[src/hdl/aligned_bitmap_text_rasterizer_assert.svh]
// ---------------------------------------------------------------------------
// Assertion macros for the aligned bitmap text rasterizer
// Shared property wrappers: clocked, reset-gated, reporting by $error.
// ---------------------------------------------------------------------------
`ifndef ALIGNED_BITMAP_TEXT_RASTERIZER_ASSERT_SVH
`define ALIGNED_BITMAP_TEXT_RASTERIZER_ASSERT_SVH

// Check that the consequent holds in the same cycle as the antecedent.
`define ABTR_ASSERT_SAME(label, clk, rst, ante, cons) \
   label: assert property (@(posedge clk) disable iff (rst) (ante) |-> (cons)) \
      else $error("abtr assertion failed");

// Check that the consequent holds in the cycle after the antecedent.
`define ABTR_ASSERT_NEXT(label, clk, rst, ante, cons) \
   label: assert property (@(posedge clk) disable iff (rst) (ante) |=> (cons)) \
      else $error("abtr assertion failed");

`endif

[src/hdl/abtr_pkg.sv]
// ---------------------------------------------------------------------------
// abtr_pkg
// Shared constants, types and font helpers of the text rasterizer.
// ---------------------------------------------------------------------------
package abtr_pkg;

   localparam int GLYPH_COUNT = 96;
   localparam int LARGE_ROWS  = 16;
   localparam int SMALL_ROWS  = 6;
   localparam int MEDIUM_ROWS = 8;
   localparam int MEM_DEPTH   = GLYPH_COUNT * (SMALL_ROWS + MEDIUM_ROWS + LARGE_ROWS);
   localparam int MEM_ADDR_W  = $clog2(MEM_DEPTH);
   localparam int ROW_W       = $clog2(LARGE_ROWS);
   localparam int ROWS_W      = ROW_W + 1;
   localparam int QUEUE_DEPTH = 2;
   localparam int QPTR_W      = $clog2(QUEUE_DEPTH);
   localparam int QLVL_W      = $clog2(QUEUE_DEPTH + 1);

   localparam logic [6:0] SPACE_CODE = 7'h20;

   localparam logic OP_LOAD = 1'b0;
   localparam logic OP_DRAW = 1'b1;

   localparam logic [1:0] FONT_SMALL  = 2'd0;
   localparam logic [1:0] FONT_MEDIUM = 2'd1;
   localparam logic [1:0] FONT_LARGE  = 2'd2;
   localparam logic [1:0] FONT_RSVD   = 2'd3;

   localparam logic [1:0] ALIGN_START  = 2'd0;
   localparam logic [1:0] ALIGN_MIDDLE = 2'd1;
   localparam logic [1:0] ALIGN_END    = 2'd2;

   // One queued word: a glyph memory write or a classified draw.
   typedef struct packed {
      logic                  is_load;
      logic [MEM_ADDR_W-1:0] addr;     // write address, or glyph base for a draw
      logic [7:0]            wdata;
      logic [7:0]            cell_x;
      logic [7:0]            cell_y;
      logic [1:0]            font;
      logic [15:0]           color;
   } abtr_entry_type;

   typedef struct packed {
      logic           valid;
      abtr_entry_type entry;
   } abtr_push_type;

   typedef struct packed {
      logic           valid;
      logic [QLVL_W-1:0] level;
      abtr_entry_type entry;
   } abtr_head_type;

   function automatic logic [ROWS_W-1:0] font_rows(input logic [1:0] font);
      logic [ROWS_W-1:0] rows;
      case (font)
         FONT_SMALL:  rows = ROWS_W'(SMALL_ROWS);
         FONT_MEDIUM: rows = ROWS_W'(MEDIUM_ROWS);
         default:     rows = ROWS_W'(LARGE_ROWS);
      endcase
      return rows;
   endfunction

   function automatic logic [MEM_ADDR_W-1:0] font_base(input logic [1:0] font);
      logic [MEM_ADDR_W-1:0] base;
      case (font)
         FONT_SMALL:  base = '0;
         FONT_MEDIUM: base = MEM_ADDR_W'(GLYPH_COUNT * SMALL_ROWS);
         default:     base = MEM_ADDR_W'(GLYPH_COUNT * (SMALL_ROWS + MEDIUM_ROWS));
      endcase
      return base;
   endfunction

   // Mirror the used width of a stored row: pixel k is stored bit w-1-k.
   function automatic logic [7:0] row_mask(input logic [7:0] bits, input logic [1:0] font);
      logic [7:0] mask;
      case (font)
         FONT_SMALL:  mask = {4'b0, bits[0], bits[1], bits[2], bits[3]};
         FONT_MEDIUM: mask = {2'b0, bits[0], bits[1], bits[2], bits[3], bits[4], bits[5]};
         default:     mask = {bits[0], bits[1], bits[2], bits[3],
                              bits[4], bits[5], bits[6], bits[7]};
      endcase
      return mask;
   endfunction

endpackage

[src/hdl/abtr_queue.sv]
// ---------------------------------------------------------------------------
// abtr_queue
// Short FIFO between the classifying front and the row-emitting back.
// ---------------------------------------------------------------------------
module abtr_queue (
   input  logic                    clock,
   input  logic                    reset,
   input  abtr_pkg::abtr_push_type push,
   input  logic                    pop,
   output logic                    full,
   output abtr_pkg::abtr_head_type head
);
   import abtr_pkg::*;

   abtr_entry_type    slot_ff [QUEUE_DEPTH];
   logic [QPTR_W-1:0] wr_ptr_ff, wr_ptr_in;
   logic [QPTR_W-1:0] rd_ptr_ff, rd_ptr_in;
   logic [QLVL_W-1:0] level_ff, level_in;
   logic              do_pop;

   assign full   = (level_ff == QLVL_W'(QUEUE_DEPTH));
   assign do_pop = pop && (level_ff != '0);

   assign head.valid = (level_ff != '0);
   assign head.level = level_ff;
   assign head.entry = slot_ff[rd_ptr_ff];

   always_comb begin
      wr_ptr_in = wr_ptr_ff;
      rd_ptr_in = rd_ptr_ff;
      level_in  = level_ff;
      if (push.valid) begin
         wr_ptr_in = (wr_ptr_ff == QPTR_W'(QUEUE_DEPTH - 1)) ? '0 : wr_ptr_ff + 1'b1;
      end
      if (do_pop) begin
         rd_ptr_in = (rd_ptr_ff == QPTR_W'(QUEUE_DEPTH - 1)) ? '0 : rd_ptr_ff + 1'b1;
      end
      if (push.valid && !do_pop) begin
         level_in = level_ff + 1'b1;
      end else if (do_pop && !push.valid) begin
         level_in = level_ff - 1'b1;
      end
   end

   always_ff @(posedge clock) begin
      if (reset) begin
         wr_ptr_ff <= '0;
         rd_ptr_ff <= '0;
         level_ff  <= '0;
      end else begin
         wr_ptr_ff <= wr_ptr_in;
         rd_ptr_ff <= rd_ptr_in;
         level_ff  <= level_in;
      end
   end

   always_ff @(posedge clock) begin
      if (push.valid) begin
         slot_ff[wr_ptr_ff] <= push.entry;
      end
   end

endmodule

[config.mk]
export PLATFORM = sky130hd
export DESIGN_NAME = abtr_queue
export DESIGN_NICKNAME = d
export VERILOG_FILES = /design/src/hdl/aligned_bitmap_text_rasterizer_assert.svh /design/src/hdl/abtr_pkg.sv /design/src/hdl/abtr_queue.sv
export SDC_FILE = /design/constraint.sdc
export NUM_CORES = 1
export LEC_CHECK = 0
export ABC_AREA = 1
export BUFFER_PORTS_ARGS = -buffer_cell sky130_fd_sc_hd__buf_2
export CELL_PAD_IN_SITES_DETAIL_PLACEMENT = 1
export CELL_PAD_IN_SITES_GLOBAL_PLACEMENT = 2
export CORE_MARGIN = 4
export CORE_UTILIZATION = 28
export CTS_BUF_LIST = sky130_fd_sc_hd__clkbuf_8
export DETAILED_ROUTE_END_ITERATION = 8
export PLACE_DENSITY = 0.68
export SETUP_SLACK_MARGIN = 0.15
export SYNTH_ARGS = -nofsm -noshare
export SYNTH_HDL_FRONTEND = slang
export SYNTH_SLANG_ARGS = --single-unit
[constraint.sdc]
create_clock -name clock -period 6.07 [get_ports clock]
set_input_delay 1.5175 -clock clock [delete_from_list [all_inputs] [get_ports clock]]
set_output_delay 1.5175 -clock clock [all_outputs]
set_load 0.02 [all_outputs]
==> metrics.md <==
| Metric | Value |
|---|---|
| Worst VDD drop | `0.121 mV` |
| PortBufs | `117` |
| RSZ-0062 raised after global routing | `false` |
| Area growth from synthesis to layout | `24.9%` |
| Top_reg_cell synth | `edfxtp_1` |
| # DRC | `0` |
| Most common cell in the synthesized netlist | `edfxtp_1` |
| WL/cell | `around 16 um` |
| Detail Route Antenna Nets | `0` |
| Pwr Density | `336 nW/um^2` |
| Register bit count reported by yosys | `115` |
| Gr usage total | `10.3%` |
| Pwr Total | `1.87 mW` |
| First-pass GRT wire length | `13.8 mm` |
| GR Overflow Total | `0` |
| CTS Sinks | `115` |
| Hold_buf cts | `0` |
| Row count | `45` |
| Crit path max fanout | `55` |
| Die area | `~18000 um^2` |
| Skew-Pair Late Insertion Delay | `roughly 0.43 ns` |
| Slew headroom | `29.7%` |
| Arr. time, crit path | `2.09 ns` |
| Clock slew at reported path FFs | `0.06 ns` |
| Sequential area share after synthesis | `between 70% and 80%` |
| Final Hold Viols | `0` |
| ANT cells | `0` |
| Top cells by count, synth | `110 x edfxtp_1, 50 x mux2_4, 8 x inv_1, 8 x nand2_1, 6 x nor2_1` |
| Initial core utilization | `29.0%` |
| Worst-margin pin slew | `1.05 ns` |
| CP Cell Sequence | `mux2_2 -> buf_2` |
| Final setup viols | `0` |
| Reg2Reg Depth | `2` |
| Crit path capture | `head[40]` |
| Clock Path Buffers | `2` |
| Via count of the routed design | `2285` |
| Final instance area | `5560 um^2` |
| First-pass iteration count of the detailed router | `4` |
| Clk root buf | `clkbuf_8` |
| Height of the die | `134 um` |
| Async S/R FF share, synth | `0%` |
| CTS HTree Levels | `4` |
| Element type at the critical path end | `output pin` |
| CP Launch Type | `flop` |
| Synthesized area per cell | `21.6 um^2` |
| R2R setup slack | `4.11 ns` |
| Vias per cell | `just over 4` |
| FF-to-FF End | `slot_ff[0][40]$_DFFE_PP_` |
| IO Pins | `around 120` |
| Initial antenna violation count | `1` |
| TritonCTS clock tree | `done` |
| Die width | `134 um` |
| Share of cells above drive strength 1 | `56.4%` |
| Yosys warning count | `0` |
| Main area contributors after synthesis | `edfxtp_1 74%, mux2_4 17%, buf_12 2.2%` |
| Post-DP HPWL | `5.82 mm` |
| Final #Nets | `398` |
| Post-synth EDFFs | `110` |
| Setup bufs post-CTS | `0` |
| Top cell type's share of synthesized area | `74.2%` |
| TritonCTS Buffers | `17` |
| Mapped Cells | `206` |
| Syn Nets | `266` |
| Min Tclk post-route | `3.60 ns` |
| Vias in the first global route | `around 2600` |
| Critical path type | `flop to output pin` |
| Final Max Tran Viols | `0` |
| Period utilization | `59.4%` |
| Hold Crit Class | `flop to flop` |
| Synth area leader | `edfxtp_1` |
| Iter 0 DRT Violations | `105` |
| RR Startpoint | `wr_ptr_ff$_SDFFE_PP0P_` |
| Worst path slowest cell | `dfxtp_4` |
| Status | `finished clean` |
| Synthesized area | `4450 um^2` |
| Clock skew | `around 0.0064 ns` |
| Leak | `approximately 2.2 nW` |
| Final wirelength | `8.78 mm` |
| PostCTS Resize Cnt | `0` |
| Fin Setup TNS | `0 ns` |
| CP max stage delay | `1.05 ns` |
| Post-synthesis cell type count | `15` |
| Largest net degree at the start of global routing | `56` |
| Routability congestion estimate | `roughly 0.65` |
| Highest Clock Rate | `0.277 GHz` |
| Worst EP required | `between 4 and 5 ns` |
| Max Cap Violations | `0` |
| Core Box Area | `15400 um^2` |
| Placement Cell Area | `5220 um^2` |
cells by family after synthesis:
| family | share of synthesized area, % |
|---|---|
| and+or+nand+nor | 1.66 |
| adders and majority gates | 0.281 |
| DFF | 76.4 |
| muxes | 18.1 |
| AOI/OAI and AO/OA | 0.337 |
| buffers and inverters | 3.18 |
stage by stage:
step	worst slack [ns]	hold WS [ns]	std cells	util [%]
6_report	2.47	0.519	562	36.2
5_1_grt	2.31	0.575	562	36.2
2_1_floorplan	1.73	0.465	206	-
4_1_cts	2.36	0.524	562	36.2
3_5_place_dp	2.66	0.501	530	33.9
3_3_place_gp	2.69	0.478	530	33.9
power by group:
| group | leakage [nW] | total, mW | switching (mW) | internal (mW) |
|---|---|---|---|---|
| registers | 1.07 | 0.963 | 0.0430 | 0.920 |
| clock network | 0.202 | 0.625 | 0.279 | 0.346 |
| logic | 0.944 | 0.282 | 0.146 | 0.137 |
placed cells by master (no fill, tap or decap):
cell type | netlist | routed
edfxtp_1 | 110 | 110
dfxtp_1 | 5 | 4
nor3_1 | 1 | 1
clkinv_2 | 0 | 2
nand4_1 | 1 | 1
bufinv_16 | 0 | 2
dfxtp_4 | 0 | 1
nor2_1 | 6 | 5
ha_1 | 1 | 1
mux2_4 | 50 | 50
o21ai_0 | 1 | 1
buf_2 | 0 | 117
inv_2 | 0 | 1
mux2_2 | 5 | 5
clkinv_1 | 0 | 4
nand2_1 | 8 | 8
nand3_1 | 2 | 2
a21oi_1 | 2 | 2
clkbuf_8 | 0 | 17
nor2_4 | 0 | 1
buf_4 | 0 | 2
inv_1 | 8 | 14
final cells by class:
type                       count  area [um^2]
clock buffer                  17          234
multi-input combinational     77          916
timing repair buffer         119          601
tap                          211          264
clock inverter                15          111
inverter                       8         30.0
sequential                   115         3410
fill                        1595         9810
sequential cells by signal, indices dropped and copies added, names as in the netlist, named ones only:
register and flops:
level_ff 2, wr_ptr_ff 1, slot_ff 110, rd_ptr_ff 1
metal layers:
metal | vias to the layer above | GRT usage [%] | wire length [um]
met1 | 1133 | 11.7 | 3600
met3 | 12 | 5.14 | 625
met2 | 82 | 16.7 | 4420
li1 | 1056 | - | -
met5 | - | 0 | 13
met4 | 2 | 4.07 | 124
worst max-delay path, delay by kind of cell, from the launching register on:
kind / cells / cell delay (ns)
flops: 1 / 1.05
buf+inv: 1 / 0.16
mux: 1 / 0.43
worst min path at each step:
stage                                 from                      to  slack [ns]  cells past startpoint
global route        rd_ptr_ff$_SDFFE_PP0P_  rd_ptr_ff$_SDFFE_PP0P_        0.57                      2
floorplan           rd_ptr_ff$_SDFFE_PP0P_                    flop        0.46                      2
finish              rd_ptr_ff$_SDFFE_PP0P_  rd_ptr_ff$_SDFFE_PP0P_        0.52                      2
detailed placement  rd_ptr_ff$_SDFFE_PP0P_  rd_ptr_ff$_SDFFE_PP0P_        0.50                      2
CTS                 rd_ptr_ff$_SDFFE_PP0P_  rd_ptr_ff$_SDFFE_PP0P_        0.52                      2
global placement    rd_ptr_ff$_SDFFE_PP0P_                    flop        0.48                      2
No activity file was read; power rests on OpenSTA's default activity.
