`src/hdl/aligned_bitmap_text_rasterizer_assert.svh`:
```
// ---------------------------------------------------------------------------
// Assertion macros for the aligned bitmap text rasterizer
// Shared property wrappers: clocked, reset-gated, reporting by $error.
// ---------------------------------------------------------------------------
`ifndef ALIGNED_BITMAP_TEXT_RASTERIZER_ASSERT_SVH
`define ALIGNED_BITMAP_TEXT_RASTERIZER_ASSERT_SVH

// Check that the consequent holds in the same cycle as the antecedent.
`define ABTR_ASSERT_SAME(label, clk, rst, ante, cons) \
   label: assert property (@(posedge clk) disable iff (rst) (ante) |-> (cons)) \
      else $error("abtr assertion failed");

// Check that the consequent holds in the cycle after the antecedent.
`define ABTR_ASSERT_NEXT(label, clk, rst, ante, cons) \
   label: assert property (@(posedge clk) disable iff (rst) (ante) |=> (cons)) \
      else $error("abtr assertion failed");

`endif

```
`src/hdl/abtr_pkg.sv`:
```
// ---------------------------------------------------------------------------
// abtr_pkg
// Shared constants, types and font helpers of the text rasterizer.
// ---------------------------------------------------------------------------
package abtr_pkg;

   localparam int GLYPH_COUNT = 96;
   localparam int LARGE_ROWS  = 16;
   localparam int SMALL_ROWS  = 6;
   localparam int MEDIUM_ROWS = 8;
   localparam int MEM_DEPTH   = GLYPH_COUNT * (SMALL_ROWS + MEDIUM_ROWS + LARGE_ROWS);
   localparam int MEM_ADDR_W  = $clog2(MEM_DEPTH);
   localparam int ROW_W       = $clog2(LARGE_ROWS);
   localparam int ROWS_W      = ROW_W + 1;
   localparam int QUEUE_DEPTH = 2;
   localparam int QPTR_W      = $clog2(QUEUE_DEPTH);
   localparam int QLVL_W      = $clog2(QUEUE_DEPTH + 1);

   localparam logic [6:0] SPACE_CODE = 7'h20;

   localparam logic OP_LOAD = 1'b0;
   localparam logic OP_DRAW = 1'b1;

   localparam logic [1:0] FONT_SMALL  = 2'd0;
   localparam logic [1:0] FONT_MEDIUM = 2'd1;
   localparam logic [1:0] FONT_LARGE  = 2'd2;
   localparam logic [1:0] FONT_RSVD   = 2'd3;

   localparam logic [1:0] ALIGN_START  = 2'd0;
   localparam logic [1:0] ALIGN_MIDDLE = 2'd1;
   localparam logic [1:0] ALIGN_END    = 2'd2;

   // One queued word: a glyph memory write or a classified draw.
   typedef struct packed {
      logic                  is_load;
      logic [MEM_ADDR_W-1:0] addr;     // write address, or glyph base for a draw
      logic [7:0]            wdata;
      logic [7:0]            cell_x;
      logic [7:0]            cell_y;
      logic [1:0]            font;
      logic [15:0]           color;
   } abtr_entry_type;

   typedef struct packed {
      logic           valid;
      abtr_entry_type entry;
   } abtr_push_type;

   typedef struct packed {
      logic           valid;
      logic [QLVL_W-1:0] level;
      abtr_entry_type entry;
   } abtr_head_type;

   function automatic logic [ROWS_W-1:0] font_rows(input logic [1:0] font);
      logic [ROWS_W-1:0] rows;
      case (font)
         FONT_SMALL:  rows = ROWS_W'(SMALL_ROWS);
         FONT_MEDIUM: rows = ROWS_W'(MEDIUM_ROWS);
         default:     rows = ROWS_W'(LARGE_ROWS);
      endcase
      return rows;
   endfunction

   function automatic logic [MEM_ADDR_W-1:0] font_base(input logic [1:0] font);
      logic [MEM_ADDR_W-1:0] base;
      case (font)
         FONT_SMALL:  base = '0;
         FONT_MEDIUM: base = MEM_ADDR_W'(GLYPH_COUNT * SMALL_ROWS);
         default:     base = MEM_ADDR_W'(GLYPH_COUNT * (SMALL_ROWS + MEDIUM_ROWS));
      endcase
      return base;
   endfunction

   // Mirror the used width of a stored row: pixel k is stored bit w-1-k.
   function automatic logic [7:0] row_mask(input logic [7:0] bits, input logic [1:0] font);
      logic [7:0] mask;
      case (font)
         FONT_SMALL:  mask = {4'b0, bits[0], bits[1], bits[2], bits[3]};
         FONT_MEDIUM: mask = {2'b0, bits[0], bits[1], bits[2], bits[3], bits[4], bits[5]};
         default:     mask = {bits[0], bits[1], bits[2], bits[3],
                              bits[4], bits[5], bits[6], bits[7]};
      endcase
      return mask;
   endfunction

endpackage

```
`src/hdl/abtr_req_if.sv`:
```
// ---------------------------------------------------------------------------
// abtr_req_if
// Request channel: load or draw words with valid/ready handshake.
// ---------------------------------------------------------------------------
interface abtr_req_if;
   logic        valid;
   logic        ready;
   logic        operation;
   logic [1:0]  font_id;
   logic [10:0] table_addr;
   logic [7:0]  table_row;
   logic [7:0]  char_code;
   logic [7:0]  char_index;
   logic [7:0]  text_length;
   logic signed [15:0] anchor_x;
   logic signed [15:0] anchor_y;
   logic [1:0]  h_align;
   logic [1:0]  v_align;
   logic [15:0] color;

   modport source (
      output valid, operation, font_id, table_addr, table_row, char_code, char_index,
             text_length, anchor_x, anchor_y, h_align, v_align, color,
      input  ready
   );
   modport sink (
      input  valid, operation, font_id, table_addr, table_row, char_code, char_index,
             text_length, anchor_x, anchor_y, h_align, v_align, color,
      output ready
   );
endinterface

```
`src/hdl/abtr_front.sv`:
```
// ---------------------------------------------------------------------------
// abtr_front
// Accept request words, drop ignored ones, work out cell origin and glyph base.
// ---------------------------------------------------------------------------
module abtr_front (
   abtr_req_if.sink               req_chan,
   input  logic                   q_full,
   output abtr_pkg::abtr_push_type push
);
   import abtr_pkg::*;

   logic [ROWS_W-1:0]     rows;
   logic [10:0]           span;
   logic [7:0]            idx_off;
   logic [7:0]            x_left;
   logic [7:0]            y_top;
   logic [6:0]            code7;
   logic [6:0]            glyph;
   logic [MEM_ADDR_W-1:0] glyph_off;
   logic [10:0]           load_limit;
   logic                  keep;

   assign rows  = font_rows(req_chan.font_id);
   assign code7 = req_chan.char_code[6:0];
   assign glyph = (code7 < SPACE_CODE) ? 7'd0 : code7 - SPACE_CODE;

   // Width times length and width times index by shift and add.
   always_comb begin
      case (req_chan.font_id)
         FONT_SMALL: begin
            span       = {1'b0, req_chan.text_length, 2'b00};
            idx_off    = {req_chan.char_index[5:0], 2'b00};
            glyph_off  = MEM_ADDR_W'({glyph, 2'b00}) + MEM_ADDR_W'({glyph, 1'b0});
            load_limit = 11'(GLYPH_COUNT * SMALL_ROWS);
         end
         FONT_MEDIUM: begin
            span       = {1'b0, req_chan.text_length, 2'b00}
                       + {2'b00, req_chan.text_length, 1'b0};
            idx_off    = {req_chan.char_index[5:0], 2'b00} + {req_chan.char_index[6:0], 1'b0};
            glyph_off  = MEM_ADDR_W'({glyph, 3'b000});
            load_limit = 11'(GLYPH_COUNT * MEDIUM_ROWS);
         end
         default: begin
            span       = {req_chan.text_length, 3'b000};
            idx_off    = {req_chan.char_index[4:0], 3'b000};
            glyph_off  = MEM_ADDR_W'({glyph, 4'b0000});
            load_limit = 11'(GLYPH_COUNT * LARGE_ROWS);
         end
      endcase
   end

   always_comb begin
      case (req_chan.h_align)
         ALIGN_START:  x_left = req_chan.anchor_x[7:0];
         ALIGN_MIDDLE: x_left = req_chan.anchor_x[7:0] - span[8:1];
         ALIGN_END:    x_left = req_chan.anchor_x[7:0] - span[7:0];
         default:      x_left = 8'd0;
      endcase
      case (req_chan.v_align)
         ALIGN_START:  y_top = req_chan.anchor_y[7:0];
         ALIGN_MIDDLE: y_top = req_chan.anchor_y[7:0] - 8'(rows[ROWS_W-1:1]);
         ALIGN_END:    y_top = req_chan.anchor_y[7:0] - 8'(rows);
         default:      y_top = 8'd0;
      endcase
   end

   // Drop reserved fonts and loads beyond the font.
   assign keep = (req_chan.font_id != FONT_RSVD)
              && ((req_chan.operation == OP_DRAW) || (req_chan.table_addr < load_limit));

   assign req_chan.ready = !q_full;

   always_comb begin
      push.valid        = req_chan.valid && !q_full && keep;
      push.entry.is_load = (req_chan.operation == OP_LOAD);
      push.entry.addr   = (req_chan.operation == OP_LOAD)
                        ? font_base(req_chan.font_id) + MEM_ADDR_W'(req_chan.table_addr)
                        : font_base(req_chan.font_id) + glyph_off;
      push.entry.wdata  = req_chan.table_row;
      push.entry.cell_x = x_left + idx_off;
      push.entry.cell_y = y_top;
      push.entry.font   = req_chan.font_id;
      push.entry.color  = req_chan.color;
   end

endmodule

```
`src/flat_wrapper.sv`:
```
// flat-port wrapper written by rule: the top's interface ports become plain ports
module abtr_front_flat import abtr_pkg::*;
  (q_full, push, req_chan_valid, req_chan_operation, req_chan_font_id, req_chan_table_addr, req_chan_table_row, req_chan_char_code, req_chan_char_index, req_chan_text_length, req_chan_anchor_x, req_chan_anchor_y, req_chan_h_align, req_chan_v_align, req_chan_color, req_chan_ready);
  abtr_req_if req_chan_i ();
  input  logic q_full;
  output abtr_pkg::abtr_push_type push;
  input wire logic [$bits(req_chan_i.valid)-1:0] req_chan_valid;
  input wire logic [$bits(req_chan_i.operation)-1:0] req_chan_operation;
  input wire logic [$bits(req_chan_i.font_id)-1:0] req_chan_font_id;
  input wire logic [$bits(req_chan_i.table_addr)-1:0] req_chan_table_addr;
  input wire logic [$bits(req_chan_i.table_row)-1:0] req_chan_table_row;
  input wire logic [$bits(req_chan_i.char_code)-1:0] req_chan_char_code;
  input wire logic [$bits(req_chan_i.char_index)-1:0] req_chan_char_index;
  input wire logic [$bits(req_chan_i.text_length)-1:0] req_chan_text_length;
  input wire logic [$bits(req_chan_i.anchor_x)-1:0] req_chan_anchor_x;
  input wire logic [$bits(req_chan_i.anchor_y)-1:0] req_chan_anchor_y;
  input wire logic [$bits(req_chan_i.h_align)-1:0] req_chan_h_align;
  input wire logic [$bits(req_chan_i.v_align)-1:0] req_chan_v_align;
  input wire logic [$bits(req_chan_i.color)-1:0] req_chan_color;
  output wire logic [$bits(req_chan_i.ready)-1:0] req_chan_ready;
  assign req_chan_i.valid = req_chan_valid;
  assign req_chan_i.operation = req_chan_operation;
  assign req_chan_i.font_id = req_chan_font_id;
  assign req_chan_i.table_addr = req_chan_table_addr;
  assign req_chan_i.table_row = req_chan_table_row;
  assign req_chan_i.char_code = req_chan_char_code;
  assign req_chan_i.char_index = req_chan_char_index;
  assign req_chan_i.text_length = req_chan_text_length;
  assign req_chan_i.anchor_x = req_chan_anchor_x;
  assign req_chan_i.anchor_y = req_chan_anchor_y;
  assign req_chan_i.h_align = req_chan_h_align;
  assign req_chan_i.v_align = req_chan_v_align;
  assign req_chan_i.color = req_chan_color;
  assign req_chan_ready = req_chan_i.ready;
  abtr_front u_core (.req_chan(req_chan_i), .q_full(q_full), .push(push));
endmodule
```
`config.mk`:
```
export PLATFORM = sky130hd
export DESIGN_NAME = abtr_front_flat
export DESIGN_NICKNAME = d
export VERILOG_FILES = /design/src/hdl/aligned_bitmap_text_rasterizer_assert.svh /design/src/hdl/abtr_pkg.sv /design/src/hdl/abtr_req_if.sv /design/src/hdl/abtr_front.sv /design/src/flat_wrapper.sv
export SDC_FILE = /design/constraint.sdc
export NUM_CORES = 1
export LEC_CHECK = 0
export BUFFER_PORTS_ARGS = -buffer_cell sky130_fd_sc_hd__clkbuf_2
export CAP_MARGIN = 20
export CORE_MARGIN = 1
export CORE_UTILIZATION = 35
export DETAILED_ROUTE_END_ITERATION = 10
export PLACE_DENSITY = 0.68
export SYNTH_ARGS = -nofsm -noshare
export SYNTH_HDL_FRONTEND = slang
export SYNTH_SLANG_ARGS = --single-unit
```
`constraint.sdc`:
```
create_clock -name vclk -period 4.2
set_input_delay 0.42 -clock vclk [all_inputs]
set_output_delay 0.42 -clock vclk [all_outputs]
set_load 0.02 [all_outputs]
```
==> impl_metrics.json <==
{
  "status": "finished, violations left",
  "violations": "negative setup slack",
  "cp_top_family": "adder cells",
  "seq_area_frac_synth_pct": 0,
  "slew_headroom_pct": 70.1,
  "dp_hpwl_mm": 6.37,
  "initial_utilization_pct": 36.3,
  "arrival_ns": 3.87,
  "leakage_nw": 1.94,
  "gp_congestion": 0.838,
  "setup_ws_ns": -0.0877,
  "vias": 3193,
  "grt_setup_unrepaired": "true",
  "drc": 0,
  "finalHoldViolCount": 0,
  "hold_class": "in2out",
  "synth_xor_area_share_pct": 7.50,
  "grt_usage_pct": 17.9,
  "nets": 664,
  "yosys_warnings": 0,
  "wl_per_cell_um": 12.7,
  "yosys.area_share.simple_pct": 19.9,
  "drtPass1Iterations": 4,
  "powerDensity_nw_per_um2": 190,
  "n_clock_buffer": 0,
  "grt_max_degree": 18,
  "syn-num-nets": 553,
  "critical_path_class": "in2out",
  "syn_avg_cell_area_um2": 7.02,
  "cts_hold_buf": 0,
  "endpoint_kind": "primary output",
  "dieHeight_um": 91.5,
  "slowest_delay_ns": 0.51,
  "vdd_drop_max_uv": 71.2,
  "finalSetupViolations": 1,
  "grt_antenna_before_repair": 0,
  "critPathLaunch": "req_chan_text_length[1]",
  "postRouteAntennaNets": 0,
  "fin_hold_ws_ns": 0.840,
  "core_um2": 7730,
  "synth-adder-area-share_pct": 25.7,
  "seqCellArea_um2": 0,
  "synthMuxAreaShare_pct": 5.18,
  "cp_cell_sequence": "buf_8 > ha_4 > fa_2 > mux2i_1 > o21ai_1 > o21ai_1 > ha_1 > nor2b_4 > o21ai_2 > a21boi_2 > o21a_1 > nor3_2 > nand3b_1 > a21oi_2 > ha_1 > a21oi_2 > o21ai_2 > xnor2_2 > xnor2_2 > clkbuf_8",
  "drive_gt1_share_pct": 38.4,
  "seq_cells": 0,
  "yosys.cell_types.count": 51,
  "finalCriticalPeriod_ns": 4.29,
  "final_cell_area_um2": 3780,
  "synth_compound_area_share_pct": 29.0,
  "fmax_ghz": 0.233,
  "dieArea_um2": 8370,
  "synth_top_family_by_area": "compound AO/OA/AOI/OAI gates",
  "crit_slowest_cell": "fa_2",
  "syn_inst": 399,
  "syn-cell-area_um2": 2800,
  "gr-total-overflow": 0,
  "grt_pass1_vias": 3131,
  "tightest_slew_ns": 0.448,
  "wirelength_mm": 7.76,
  "rows": 32,
  "critPathCapture": "push[33]",
  "syn_to_final_growth_pct": 35.0,
  "crit_path_start_kind": "input port",
  "cp.depth": 20,
  "placedInstanceArea_um2": 3560,
  "required_ns": 3.78,
  "antenna_cells": 0,
  "routed_via_density": 5.23,
  "crit_buf_inv": 2,
  "critPathMaxFanout": 3,
  "max-cap-violations": 0,
  "period_share_pct": 102,
  "io_pins": 157,
  "die_w_um": 91.5,
  "drt_iter0_markers": 120,
  "port_buffers": 91,
  "drv_slew": 0,
  "grt_pass1_wl_mm": 13.0
}
[metrics by stage]
| stage | utilization (%) | setup TNS [ns] | total power, mW | instances | worst slack, ns |
|---|---|---|---|---|---|
| after floorplan | - | 0 | 0.447 | 399 | 0.0522 |
| after global placement | 46.1 | -0.472 | 0.620 | 607 | -0.294 |
| after detailed placement | 46.1 | -0.613 | 0.634 | 607 | -0.328 |
| after CTS | 47.0 | -0.113 | 0.665 | 607 | -0.113 |
| after global routing | 49.0 | -0.668 | 0.792 | 610 | -0.377 |
| final | 49.0 | -0.0877 | 0.720 | 610 | -0.0877 |
[power breakdown]
group / internal, mW / switching (mW)
Sequential: 0 / 0
Clock: 0 / 0
Combinational: 0.347 / 0.373
Total: 0.347 / 0.373
[how the worst min path moves through the flow]
stage                       startpoint  depth (start not counted)  slack [ns]             end
global placement    req_chan_color[13]                          0        0.84        push[13]
CTS                 req_chan_color[13]                          0        0.84        push[13]
global route         req_chan_color[0]                          0        0.84         push[0]
floorplan                       q_full                          1        0.92  req_chan_ready
detailed placement  req_chan_color[13]                          0        0.84        push[13]
finish              req_chan_color[12]                          0        0.84        push[12]
[kinds of logic (layout without fill, tap and decap cells)]
family                     count (synthesis)  in the layout
AOI/OAI and AO/OA                        125            125
and+or+nand+nor                          113            113
buffers and inverters                     69            178
adders and majority gates                 54             54
xor gates and xnor gates                  24             24
muxes                                     14             14
[cell usage in the layout, fill, tap and decap left out, types with 5 or more instances in the layout]
master    count
clkbuf_2     86
buf_4        60
ha_1         46
nand2_1      31
a21oi_1      29
inv_1        25
nor2_1       25
o21ai_0      15
xnor2_1      14
nor2b_1      10
mux2i_1      10
a21o_1        9
o21ai_1       8
nor2_2        7
a21oi_2       7
xor2_1        7
nor3_1        7
a22oi_1       7
a211oi_1      6
nand2b_1      6
o21a_1        5
[synth_stat cells, drive strengths merged (2+ instances only)]
cell type / instances / area, µm²
ha: 48 / 601
a21oi: 37 / 185
nand2: 33 / 124
nor2: 32 / 120
buf: 28 / 203
inv: 28 / 105
o21ai: 26 / 130
xnor2: 17 / 149
clkbuf: 13 / 48.8
nor2b: 11 / 68.8
mux2i: 10 / 100
a21o: 9 / 67.6
a211oi: 8 / 60.1
nor3: 8 / 40.0
a22oi: 7 / 52.6
xor2: 7 / 61.3
fa: 6 / 120
nand2b: 6 / 37.5
o21a: 5 / 37.5
and3: 4 / 25.0
mux2: 4 / 45.0
o21bai: 4 / 30.0
o2bb2ai: 4 / 35.0
a21boi: 3 / 22.5
a31oi: 3 / 18.8
nand3: 3 / 15.0
nand3b: 3 / 22.5
nand4b: 3 / 26.3
o211ai: 3 / 22.5
a221o: 2 / 20.0
nor3b: 2 / 15.0
o221ai: 2 / 17.5
o31a: 2 / 17.5
o31ai: 2 / 15.0
or3: 2 / 12.5
[area by class of cell]
class | instances | area (µm²)
Inverter | 28 | 105
Tap cell | 102 | 128
Timing Repair Buffer | 150 | 932
Fill cell | 793 | 3940
Multi-Input combinational cell | 330 | 2620
[per-layer routing]
| layer | global-route usage [%] | vias up | routed length, µm | share of wire (%) |
|---|---|---|---|---|
| met3 | 1.01 | 8 | 392 | 5.1 |
| met1 | 21.7 | 1452 | 3360 | 43 |
| met2 | 35.1 | 106 | 3950 | 51 |
| met4 | 2.12 | 0 | 61 | 0.79 |
| li1 | - | 1627 | - | - |
| met5 | 0 | - | 0 | 0 |
[repair_timing]
item                       4_1_cts  5_1_grt
pin swaps                       10       31
buffers inserted                 0        3
resized for setup               23       45
gates cloned                     0        0
setup endpoints to repair        3        7
Power figures use the tool's default switching activity.
